### src/rtl/mtc_pkg.sv
package mtc_pkg;

    localparam int NUM_LINES  = 32;
    localparam int NUM_BLOCKS = 1024;
    localparam int ADDR_W     = $clog2(NUM_BLOCKS);
    localparam int IDX_W      = $clog2(NUM_LINES);
    localparam int TAG_W      = ADDR_W - IDX_W;

    typedef enum logic [1:0] {
        MESI_I = 2'd0,
        MESI_S = 2'd1,
        MESI_E = 2'd2,
        MESI_M = 2'd3
    } t_mesi;

    typedef enum logic [1:0] {
        BUS_NONE  = 2'd0,
        BUS_READ  = 2'd1,
        BUS_INV   = 2'd2,
        BUS_RWITM = 2'd3
    } t_bus_op;

    typedef enum logic {
        FSM_IDLE   = 1'b0,
        FSM_LOOKUP = 1'b1
    } t_fsm_state;

    typedef struct packed {
        logic load;
        logic update;
    } t_dp_cmd;

endpackage

### src/rtl/mtc_ctrl.sv
module mtc_ctrl (
    input  logic             i_clk,
    input  logic             i_rst_n,
    input  logic             start,
    output logic             busy,
    output mtc_pkg::t_dp_cmd o_cmd
);

    mtc_pkg::t_fsm_state r_state;
    mtc_pkg::t_fsm_state n_state;

    always_ff @(posedge i_clk) begin
        if (!i_rst_n) begin
            r_state <= mtc_pkg::FSM_IDLE;
        end else begin
            r_state <= n_state;
        end
    end

    always_comb begin
        n_state = r_state;
        case (r_state)
            mtc_pkg::FSM_IDLE: begin
                if (start) begin
                    n_state = mtc_pkg::FSM_LOOKUP;
                end
            end
            mtc_pkg::FSM_LOOKUP: begin
                n_state = mtc_pkg::FSM_IDLE;
            end
            default: begin
                n_state = mtc_pkg::FSM_IDLE;
            end
        endcase
    end

    always_comb begin
        busy         = 1'b0;
        o_cmd.load   = 1'b0;
        o_cmd.update = 1'b0;
        case (r_state)
            mtc_pkg::FSM_IDLE: begin
                o_cmd.load = start;
            end
            mtc_pkg::FSM_LOOKUP: begin
                busy         = 1'b1;
                o_cmd.update = 1'b1;
            end
            default: begin
                busy = 1'b0;
            end
        endcase
    end

endmodule

### src/rtl/mtc_datapath.sv
module mtc_datapath (
    input  logic                       i_clk,
    input  logic                       i_rst_n,
    input  mtc_pkg::t_dp_cmd           i_cmd,
    input  logic                       i_req_type,
    input  logic                       i_cpu_id,
    input  logic [mtc_pkg::ADDR_W-1:0] i_block_addr,
    output logic                       o_valid,
    output logic                       o_hit,
    output logic [1:0]                 o_bus_op,
    output logic                       o_peer_writeback,
    output logic [1:0]                 o_own_new_state,
    output logic [1:0]                 o_peer_old_state,
    output logic [1:0]                 o_peer_new_state,
    output logic                       o_victim_dirty
);

    logic [mtc_pkg::TAG_W-1:0] r_tag_mem0 [mtc_pkg::NUM_LINES];
    logic [mtc_pkg::TAG_W-1:0] r_tag_mem1 [mtc_pkg::NUM_LINES];
    mtc_pkg::t_mesi            r_line_state [2][mtc_pkg::NUM_LINES];

    logic                      r_is_write;
    logic                      r_cpu;
    logic [mtc_pkg::IDX_W-1:0] r_idx;
    logic [mtc_pkg::TAG_W-1:0] r_tag;
    logic [mtc_pkg::TAG_W-1:0] r_rd0;
    logic [mtc_pkg::TAG_W-1:0] r_rd1;
    mtc_pkg::t_mesi            r_own_old;
    mtc_pkg::t_mesi            r_peer_st;

    logic [mtc_pkg::IDX_W-1:0] in_idx;
    logic [mtc_pkg::TAG_W-1:0] in_tag;
    logic [mtc_pkg::TAG_W-1:0] own_tag;
    logic [mtc_pkg::TAG_W-1:0] peer_tag;
    logic                      hit;
    logic                      peer_has;
    mtc_pkg::t_mesi            peer_old;
    mtc_pkg::t_mesi            peer_new;
    mtc_pkg::t_mesi            own_new;
    mtc_pkg::t_bus_op          bus;
    logic                      wb;
    logic                      victim;

    assign in_idx = i_block_addr[mtc_pkg::IDX_W-1:0];
    assign in_tag = i_block_addr[mtc_pkg::ADDR_W-1:mtc_pkg::IDX_W];

    always_ff @(posedge i_clk) begin
        if (i_cmd.load) begin
            r_is_write <= i_req_type;
            r_cpu      <= i_cpu_id;
            r_idx      <= in_idx;
            r_tag      <= in_tag;
            r_rd0      <= r_tag_mem0[in_idx];
            r_rd1      <= r_tag_mem1[in_idx];
            r_own_old  <= r_line_state[i_cpu_id][in_idx];
            r_peer_st  <= r_line_state[~i_cpu_id][in_idx];
        end
        if (i_cmd.update && !hit) begin
            if (r_cpu) begin
                r_tag_mem1[r_idx] <= r_tag;
            end else begin
                r_tag_mem0[r_idx] <= r_tag;
            end
        end
    end

    always_comb begin
        own_tag  = r_cpu ? r_rd1 : r_rd0;
        peer_tag = r_cpu ? r_rd0 : r_rd1;
        hit      = (r_own_old != mtc_pkg::MESI_I) && (own_tag == r_tag);
        peer_has = (r_peer_st != mtc_pkg::MESI_I) && (peer_tag == r_tag);
        peer_old = peer_has ? r_peer_st : mtc_pkg::MESI_I;
        peer_new = peer_old;
        own_new  = r_own_old;
        bus      = mtc_pkg::BUS_NONE;
        wb       = 1'b0;
        victim   = 1'b0;
        if (!hit) begin
            victim = (r_own_old == mtc_pkg::MESI_M);
            wb     = (peer_old == mtc_pkg::MESI_M);
            if (!r_is_write) begin
                bus = mtc_pkg::BUS_READ;
                if (peer_has) begin
                    peer_new = mtc_pkg::MESI_S;
                    own_new  = mtc_pkg::MESI_S;
                end else begin
                    own_new = mtc_pkg::MESI_E;
                end
            end else begin
                bus = mtc_pkg::BUS_RWITM;
                if (peer_has) begin
                    peer_new = mtc_pkg::MESI_I;
                end
                own_new = mtc_pkg::MESI_M;
            end
        end else if (r_is_write) begin
            if (r_own_old == mtc_pkg::MESI_S) begin
                bus = mtc_pkg::BUS_INV;
                if (peer_has) begin
                    peer_new = mtc_pkg::MESI_I;
                end
            end
            own_new = mtc_pkg::MESI_M;
        end
    end

    always_ff @(posedge i_clk) begin
        if (!i_rst_n) begin
            for (int c = 0; c < 2; c++) begin
                for (int l = 0; l < mtc_pkg::NUM_LINES; l++) begin
                    r_line_state[c][l] <= mtc_pkg::MESI_I;
                end
            end
        end else if (i_cmd.update) begin
            r_line_state[r_cpu][r_idx] <= own_new;
            if (peer_has) begin
                r_line_state[~r_cpu][r_idx] <= peer_new;
            end
        end
    end

    always_ff @(posedge i_clk) begin
        if (!i_rst_n) begin
            o_valid <= 1'b0;
        end else begin
            o_valid <= i_cmd.update;
        end
    end

    always_ff @(posedge i_clk) begin
        if (i_cmd.update) begin
            o_hit            <= hit;
            o_bus_op         <= bus;
            o_peer_writeback <= wb;
            o_own_new_state  <= own_new;
            o_peer_old_state <= peer_old;
            o_peer_new_state <= peer_new;
            o_victim_dirty   <= victim;
        end
    end

endmodule

### src/rtl/mesi_two_cache_snoop_controller.sv
// Snooping MESI controller for two direct-mapped caches of tags and line states. A request
// word is taken at a clock edge where start is high and busy is low. Each request first
// reads both caches' tag memories and line states at the line index into registers, then
// decides the MESI outcome and writes the new tag (on a miss) and states back. The result
// word appears on the result ports in the cycle after that, for exactly one cycle with
// o_valid high, and the receiver cannot stall it; a new request is accepted in that
// same cycle. Line states are Invalid after reset.
module mesi_two_cache_snoop_controller (
    input  logic                       i_clk,
    input  logic                       i_rst_n,
    input  logic                       start,
    output logic                       busy,
    input  logic                       i_req_type,
    input  logic                       i_cpu_id,
    input  logic [mtc_pkg::ADDR_W-1:0] i_block_addr,
    output logic                       o_valid,
    output logic                       o_hit,
    output logic [1:0]                 o_bus_op,
    output logic                       o_peer_writeback,
    output logic [1:0]                 o_own_new_state,
    output logic [1:0]                 o_peer_old_state,
    output logic [1:0]                 o_peer_new_state,
    output logic                       o_victim_dirty
);

    mtc_pkg::t_dp_cmd cmd;

    mtc_ctrl u_ctrl (
        .i_clk   (i_clk),
        .i_rst_n (i_rst_n),
        .start   (start),
        .busy    (busy),
        .o_cmd   (cmd)
    );

    mtc_datapath u_datapath (
        .i_clk            (i_clk),
        .i_rst_n          (i_rst_n),
        .i_cmd            (cmd),
        .i_req_type       (i_req_type),
        .i_cpu_id         (i_cpu_id),
        .i_block_addr     (i_block_addr),
        .o_valid          (o_valid),
        .o_hit            (o_hit),
        .o_bus_op         (o_bus_op),
        .o_peer_writeback (o_peer_writeback),
        .o_own_new_state  (o_own_new_state),
        .o_peer_old_state (o_peer_old_state),
        .o_peer_new_state (o_peer_new_state),
        .o_victim_dirty   (o_victim_dirty)
    );

    a_accept_busy: assert property (@(posedge i_clk) disable iff (!i_rst_n)
        (start && !busy) |=> busy)
        else $error("accepted request did not raise busy");

    a_valid_after_busy: assert property (@(posedge i_clk) disable iff (!i_rst_n)
        o_valid |-> ($past(busy) && !busy))
        else $error("result strobe without a finished lookup");

    a_inv_on_hit: assert property (@(posedge i_clk) disable iff (!i_rst_n)
        (o_valid && o_bus_op == mtc_pkg::BUS_INV) |->
        (o_hit && o_own_new_state == mtc_pkg::MESI_M))
        else $error("invalidate issued without a write hit ending in M");

    a_miss_bus: assert property (@(posedge i_clk) disable iff (!i_rst_n)
        (o_valid && !o_hit) |->
        (o_bus_op == mtc_pkg::BUS_READ || o_bus_op == mtc_pkg::BUS_RWITM))
        else $error("miss completed without a bus read");

    a_wb_peer_m: assert property (@(posedge i_clk) disable iff (!i_rst_n)
        (o_valid && o_peer_writeback) |->
        (o_peer_old_state == mtc_pkg::MESI_M && !o_hit))
        else $error("write-back reported without a modified peer on a miss");

endmodule

### config.mk
export PLATFORM = sky130hd
export DESIGN_NAME = mesi_two_cache_snoop_controller
export DESIGN_NICKNAME = d
export VERILOG_FILES = /design/src/rtl/mtc_pkg.sv /design/src/rtl/mtc_ctrl.sv /design/src/rtl/mtc_datapath.sv /design/src/rtl/mesi_two_cache_snoop_controller.sv
export SDC_FILE = /design/constraint.sdc
export NUM_CORES = 1
export LEC_CHECK = 0
export BUFFER_PORTS_ARGS = -buffer_cell sky130_fd_sc_hd__buf_2
export CAP_MARGIN = 20
export CORE_MARGIN = 10
export CORE_UTILIZATION = 52
export CTS_BUF_LIST = sky130_fd_sc_hd__clkbuf_16
export DETAILED_ROUTE_END_ITERATION = 10
export GPL_TIMING_DRIVEN = 0
export PLACE_DENSITY = 0.73
export SLEW_MARGIN = 10
export SYNTH_ARGS = -nofsm -noshare
export SYNTH_HDL_FRONTEND = slang
export SYNTH_SLANG_ARGS = --single-unit
### constraint.sdc
create_clock -name i_clk -period 5.2 [get_ports i_clk]
set_input_delay 0.26 -clock i_clk [delete_from_list [all_inputs] [get_ports i_clk]]
set_output_delay 0.26 -clock i_clk [all_outputs]
set_load 0.05 [all_outputs]
==> After elaboration in Yosys (flattened, before gate mapping) <==
Memory sizes are Yosys's and may differ from the RTL's. A register that Yosys moved wholly into a read port is not among the register bits.
Cells that the tools add are included.
{ "totals": {"out_inout_bits": 13, "ram_bits": 448, "n_memories": 3, "regBits": 29} }
{ "op_classes": {"n_lt_le_gt_ge": 3, "n_reduce_logical": 9, "n_eq_ne": 5, "muxes": 49, "bitwise": 5} }
{ "memory_table": {"columns": ["name", "words", "width", "read_ports", "rd_ports_with_merged_regs", "wr", "line_no", "source"], "rows": [
  ["u_datapath.r_tag_mem0", 32, 5, 1, 1, 1, "mtc_datapath.sv:18", "logic [mtc_pkg::TAG_W-1:0] r_tag_mem0 [mtc_pkg::NUM_LINES];"],
  ["u_datapath.r_tag_mem1", 32, 5, 1, 1, 1, "mtc_datapath.sv:19", "logic [mtc_pkg::TAG_W-1:0] r_tag_mem1 [mtc_pkg::NUM_LINES];"],
  ["u_datapath.r_line_state", 2, 64, 2, 0, 2, "mtc_datapath.sv:20", "mtc_pkg::t_mesi r_line_state [2][mtc_pkg::NUM_LINES];"]
]} }
{ "op_table": {"columns": ["cell", "n"], "rows": [
  ["64-bit 2-to-1 mux", 6],
  ["64-bit OR reduction", 2],
  ["2-bit 2-to-1 mux", 20],
  ["2-bit binary-select mux with 5-bit select", 2],
  ["1-bit 2-to-1 mux", 17],
  ["6-bit greater-or-equal comparator, second input constant", 2],
  ["5-bit NOT with 6-bit output", 2],
  ["2-bit demux with 5-bit select", 1],
  ["5-bit equality test", 2],
  ["5-bit 2-to-1 mux", 2],
  ["6-bit by 1-bit less-than comparator with 1-bit output, second input constant", 1],
  ["2-bit equality test, second input constant", 2],
  ["1-bit logical AND", 4],
  ["2-bit nonzero test", 2],
  ["1-bit NOT", 3],
  ["2-bit by 1-bit equality test with 1-bit output, second input constant", 1],
  ["1-bit one-hot mux with 2 select lines", 1],
  ["1-bit logical NOT", 1]
]} }

==> Longest topological paths before layout <==
{ "depth": {"word_depth": 9, "ltp_mapped": 10} }

==> Hierarchy <==
A second synthesis with hierarchy kept.
{ "hier_totals": {"cells_unflattened": 1243, "hier_area_um2": 21969.8} }
{ "by_module_without_submodules": {"columns": ["mod", "area_each_um2", "cells_each", "instances"], "rows": [
  ["mtc_datapath", 21919.8, 1238, 1],
  ["mtc_ctrl", 50.0, 5, 1]
]} }

==> Worst setup path after synthesis <==
Ideal clock, no wire load.
{ "synth_timing": {"kind": "register to register", "from": "register u_datapath.r_tag[3] (netlist name)", "to": "memory u_datapath.r_line_state[0][44] (netlist name), data pin", "path_buffers": 2, "slack_ns": 2.375, "stages_incl_launch_ff": 8, "arrival_time_ns": 2.554, "required_time_ns": 4.930, "path_cell_list": "edfxtp_1 xnor2_1 nor4_4 nand2_1 buf_4 o2111ai_2 buf_6 a21oi_1"} }
{ "synth_lines": {"columns": ["element", "line_no", "source"], "rows": [
  ["start, declared", "mtc_datapath.sv:25", "logic [mtc_pkg::TAG_W-1:0] r_tag;"],
  ["start signal, assigned", "mtc_datapath.sv:52", "r_tag <= in_tag;"],
  ["end, declared", "mtc_datapath.sv:20", null]
]} }

==> flow_results.xml <==
<?xml version="1.0" encoding="UTF-8"?>
<metrics>
  <group name="finish">
    <metric name="multi_input_area" unit="mm²">0.006817</metric>
    <metric name="antennaDiodeCount" unit="">0</metric>
    <metric name="flow.area_growth_from_synthesis" unit="%">11.83</metric>
    <metric name="nNetsFinal" unit="">1350</metric>
    <metric name="post_route_cells_drive_above_1_share" unit="%">24.87</metric>
    <metric name="area.sequential" unit="mm²">0.01460</metric>
    <metric name="mostFrequentLayoutCells" unit="">sky130_fd_sc_hd__edfxtp_1 (485), sky130_fd_sc_hd__mux4_2 (172), sky130_fd_sc_hd__mux2i_1 (87), sky130_fd_sc_hd__nor2_1 (70), sky130_fd_sc_hd__a21oi_1 (67)</metric>
    <metric name="final_cell_area" unit="mm²">0.02453</metric>
    <metric name="filler_cell_count" unit="">3051</metric>
    <metric name="layout.cells.most_common" unit="">sky130_fd_sc_hd__edfxtp_1</metric>
    <metric name="post-route-util" unit="%">58.61</metric>
  </group>
  <group name="sta">
    <metric name="final.period_utilization" unit="%">68.64</metric>
    <metric name="rsz0062_at_grt" unit="">no</metric>
    <metric name="final_period_minus_worst_setup_slack" unit="ns">3.569</metric>
    <metric name="timing.final.setup_violations" unit="">0</metric>
    <metric name="clock_skew" unit="ns">0.03343</metric>
    <metric name="layout_setup_ws" unit="ns">1.631</metric>
    <metric name="slew_violations" unit="">0</metric>
    <metric name="final.setup.tns" unit="ns">0</metric>
    <metric name="hold_viol" unit="">0</metric>
    <metric name="worst_slew_pin_slew" unit="ns">1.161</metric>
    <metric name="fmax" unit="GHz">0.2802</metric>
    <metric name="maxSlewHeadroom" unit="%">22.28</metric>
  </group>
  <group name="global_routing">
    <metric name="grt_remaining_overflow" unit="">0</metric>
    <metric name="grt_max_degree" unit="">33</metric>
    <metric name="grt_pass1_vias" unit="">12880</metric>
    <metric name="groute.usage.overall" unit="%">22.53</metric>
    <metric name="wire_length_of_the_first_global_routing_pass" unit="µm">83770</metric>
    <metric name="grt_antenna_before_repair" unit="">1</metric>
  </group>
  <group name="clocking">
    <metric name="clock_buffer_depth" unit="">3</metric>
    <metric name="cts_setup_buffers" unit="">0</metric>
    <metric name="cts.sinks" unit="">487</metric>
    <metric name="htree_levels" unit="">2</metric>
    <metric name="numCtsBuffers" unit="">47</metric>
    <metric name="cts_tree" unit="">done</metric>
    <metric name="cts_root_buffer" unit="">sky130_fd_sc_hd__clkbuf_16</metric>
    <metric name="clk_pin_slew" unit="ns">0.06</metric>
    <metric name="clk-insertion-delay-late" unit="ns">0.61</metric>
  </group>
  <group name="route">
    <metric name="drt_pre_antenna_iters" unit="">6</metric>
    <metric name="route.vias.total" unit="">12810</metric>
    <metric name="detail_route.wl_per_cell" unit="µm">29.76</metric>
    <metric name="initialDrtViolationCount" unit="">2084</metric>
    <metric name="avgViaCountPerCell" unit="">6.708</metric>
    <metric name="antenna_left" unit="">0</metric>
    <metric name="drc" unit="">0</metric>
    <metric name="routed_wl" unit="µm">56840</metric>
  </group>
  <group name="critical_path">
    <metric name="cp_cell_sequence" unit="">buf_16 &gt; xor2_1 &gt; o2111ai_2 &gt; nor2_2 &gt; o21ai_1 &gt; clkbuf_1 &gt; o21ai_0</metric>
    <metric name="critical-path-slowest-cell" unit="">sky130_fd_sc_hd__edfxtp_1</metric>
    <metric name="critical_path.max_fanout" unit="">27</metric>
    <metric name="critPathRequiredTime" unit="ns">5.45</metric>
    <metric name="regToRegEndpoint" unit="">u_datapath.r_line_state[1][42]</metric>
    <metric name="worst_ep_arrival_time" unit="ns">3.82</metric>
    <metric name="timing.critical_path.slowest_cell_delay" unit="ns">0.91</metric>
    <metric name="worstRegToRegCells" unit="">7</metric>
    <metric name="r2r_start" unit="">u_datapath.r_tag[3]</metric>
    <metric name="reg2reg_setup_slack" unit="ns">1.63</metric>
    <metric name="end_kind" unit="">flip-flop</metric>
    <metric name="critPathLaunchType" unit="">flip-flop</metric>
    <metric name="critical_path_class" unit="">reg -&gt; reg</metric>
  </group>
  <group name="placed_design">
    <metric name="post-place-ws" unit="ns">1.707</metric>
    <metric name="place_hpwl" unit="µm">40580</metric>
    <metric name="place.port_buffers" unit="">27</metric>
    <metric name="gp_routability_congestion" unit="">0.9365</metric>
    <metric name="dpl-instance-area" unit="mm²">0.02298</metric>
  </group>
  <group name="job">
    <metric name="drv.max_cap_violation_count" unit="">0</metric>
  </group>
  <group name="power">
    <metric name="cellLeakagePower" unit="nW">8.046</metric>
    <metric name="ir_worst_vdd" unit="mV">0.2716</metric>
    <metric name="cellPowerDensity" unit="mW/mm²">339.2</metric>
  </group>
  <group name="die">
    <metric name="io_pins" unit="">28</metric>
    <metric name="die-area" unit="mm²">0.05080</metric>
    <metric name="core_area" unit="mm²">0.04185</metric>
    <metric name="die_h" unit="µm">225.4</metric>
    <metric name="floorplan.initialDensity" unit="%">52.41</metric>
    <metric name="chipWidth" unit="µm">225.4</metric>
    <metric name="floorplan.rows" unit="">75</metric>
  </group>
  <group name="logic_synthesis">
    <metric name="syn_avg_cell_area" unit="µm²">17.73</metric>
    <metric name="syn_inst" unit="">1237</metric>
    <metric name="synthDominantAreaCellType" unit="">sky130_fd_sc_hd__edfxtp_1</metric>
    <metric name="synth.ff_latch_count" unit="">487</metric>
    <metric name="yosysTopAreaCellShare" unit="%">66.40</metric>
    <metric name="synth_top_flop_cell" unit="">sky130_fd_sc_hd__edfxtp_1</metric>
    <metric name="synth_seq_area_share" unit="%">66.58</metric>
    <metric name="synth_edf_count" unit="">485</metric>
    <metric name="netlist_area" unit="mm²">0.02193</metric>
    <metric name="yosys_warnings" unit="">0</metric>
    <metric name="synth.area.top_cells" unit="">sky130_fd_sc_hd__edfxtp_1 (66%), sky130_fd_sc_hd__mux4_2 (18%), sky130_fd_sc_hd__mux2i_1 (4.0%), sky130_fd_sc_hd__a21oi_1 (1.5%), sky130_fd_sc_hd__o21ai_0 (1.5%)</metric>
    <metric name="ys_async_sr_fraction" unit="%">0</metric>
    <metric name="synth.distinct_cells" unit="">46</metric>
    <metric name="synth_nets" unit="">1252</metric>
  </group>
  <group name="min_path">
    <metric name="hold-path-cell-count" unit="">1</metric>
    <metric name="timing.hold.worst.start" unit="">i_block_addr[2]</metric>
    <metric name="worst_hold_path.endpoint" unit="">u_datapath.r_idx[2]</metric>
    <metric name="path_type_of_the_worst_min_delay_path" unit="">in -&gt; reg</metric>
  </group>
  <group name="run_status">
    <metric name="status" unit="">finished, final reports clean</metric>
  </group>
</metrics>
## synthesized netlist by cell type, types with 3 or more instances
library cell and number:
sky130_fd_sc_hd__buf_2 37, sky130_fd_sc_hd__buf_6 4, sky130_fd_sc_hd__a22oi_1 4, sky130_fd_sc_hd__mux4_2 172, sky130_fd_sc_hd__buf_1 9, sky130_fd_sc_hd__o21ai_1 6
sky130_fd_sc_hd__nor3_1 11, sky130_fd_sc_hd__clkbuf_1 48, sky130_fd_sc_hd__o2111ai_1 4, sky130_fd_sc_hd__a211oi_1 5, sky130_fd_sc_hd__nor2_1 70, sky130_fd_sc_hd__a21oi_1 67
sky130_fd_sc_hd__o2111ai_2 3, sky130_fd_sc_hd__xor2_1 6, sky130_fd_sc_hd__mux2i_1 87, sky130_fd_sc_hd__o21ai_0 65, sky130_fd_sc_hd__buf_4 7, sky130_fd_sc_hd__xnor2_1 4
sky130_fd_sc_hd__mux2_2 10, sky130_fd_sc_hd__and2_1 5, sky130_fd_sc_hd__nand2_1 41, sky130_fd_sc_hd__and3_1 4, sky130_fd_sc_hd__nand3_1 38, sky130_fd_sc_hd__inv_1 8
sky130_fd_sc_hd__nor3b_1 3, sky130_fd_sc_hd__edfxtp_1 485, sky130_fd_sc_hd__nor2b_1 9
## logic make-up after synthesis
group | count (synthesis) | share of synthesized area (%)
AO/OA/AOI/OAI | 164 | 4.324
multiplexers | 269 | 22.14
XOR/XNOR | 10 | 0.3993
flip-flops | 487 | 66.58
buffers and inverters | 114 | 2.424
AND/OR/NAND/NOR | 193 | 4.130
## per-layer routing
metal  global-route usage [%]  wire length [µm]  vias up
met4                    8.235              2062        2
li1                         -                 -     5243
met1                    29.94             21490     6490
met2                    36.41             27430      914
met3                    4.502              5827      163
met5                        0                18        -
## worst max path at each step
stage	startpoint	endpoint	slack, ns	depth (start not counted)
floorplan	u_datapath.r_tag[3]	u_datapath.r_line_state[0][44]	2.38	7
global placement	u_datapath.r_tag[0]	u_datapath.r_tag_mem1[28][2]	0.81	7
detailed placement	u_datapath.r_tag[3]	u_datapath.r_line_state[1][9]	1.71	7
CTS	u_datapath.r_tag[3]	u_datapath.r_line_state[1][9]	1.72	7
global route	u_datapath.r_tag[3]	u_datapath.r_line_state[1][42]	1.42	7
finish	u_datapath.r_tag[3]	u_datapath.r_line_state[1][42]	1.63	7
## power breakdown
| part | total (mW) | internal, mW | switching, mW |
|---|---|---|---|
| clock network | 3.21 | 1.75 | 1.47 |
| registers | 4.46 | 4.40 | 0.0589 |
| logic | 0.649 | 0.266 | 0.383 |
## worst max-delay path, delay by kind of cell, from the launching register on
| family | cells | cell delay (ns) |
|---|---|---|
| AO/OA/AOI/OAI | 3 | 0.95 |
| XOR/XNOR | 1 | 0.20 |
| buffers and inverters | 2 | 0.68 |
| flip-flops | 1 | 0.91 |
| AND/OR/NAND/NOR | 1 | 0.47 |
## state kept, by name (all words and copies together), names as in the netlist
name and cells:
u_datapath.o_bus_op 2, u_datapath.r_cpu 1, u_datapath.o_peer_old_state 2, u_datapath.r_own_old 2
u_datapath.o_peer_writeback 1, u_datapath.o_peer_new_state 2, u_datapath.r_tag_mem0 160, u_datapath.r_idx 5
u_datapath.r_is_write 1, u_datapath.o_victim_dirty 1, u_datapath.r_tag_mem1 160, u_datapath.r_line_state 128
u_datapath.o_hit 1, u_datapath.r_rd0 5, u_datapath.o_own_new_state 2, u_datapath.r_tag 5
u_ctrl.r_state 1, u_datapath.o_valid 1, u_datapath.r_peer_st 2, u_datapath.r_rd1 5
## metrics by stage
stage	instances	total power, mW	hold slack [ns]
3_5_place_dp	1814	5.170	0.4387
6_report	1910	8.321	0.07014
4_1_cts	1910	8.336	0.05951
3_3_place_gp	1803	5.136	0.4365
5_1_grt	1910	8.535	0.06850
2_1_floorplan	1237	4.937	0.3589
## final cells by class
type	count	share of cell area (%)
clock inverter	38	1.086
clock buffer	47	4.795
inverter	8	0.1224
timing repair buffer	49	1.877
sequential	487	59.54
multi-input combinational	636	27.79
tap	539	2.749
buffer	106	2.045
## what timing repair did
action	4_1_cts	5_1_grt
hold buffers	11	0
setup endpoints to repair	0	0
hold endpoints to repair	11	0
gates resized for setup	0	0
Power figures use the tool's default switching activity.
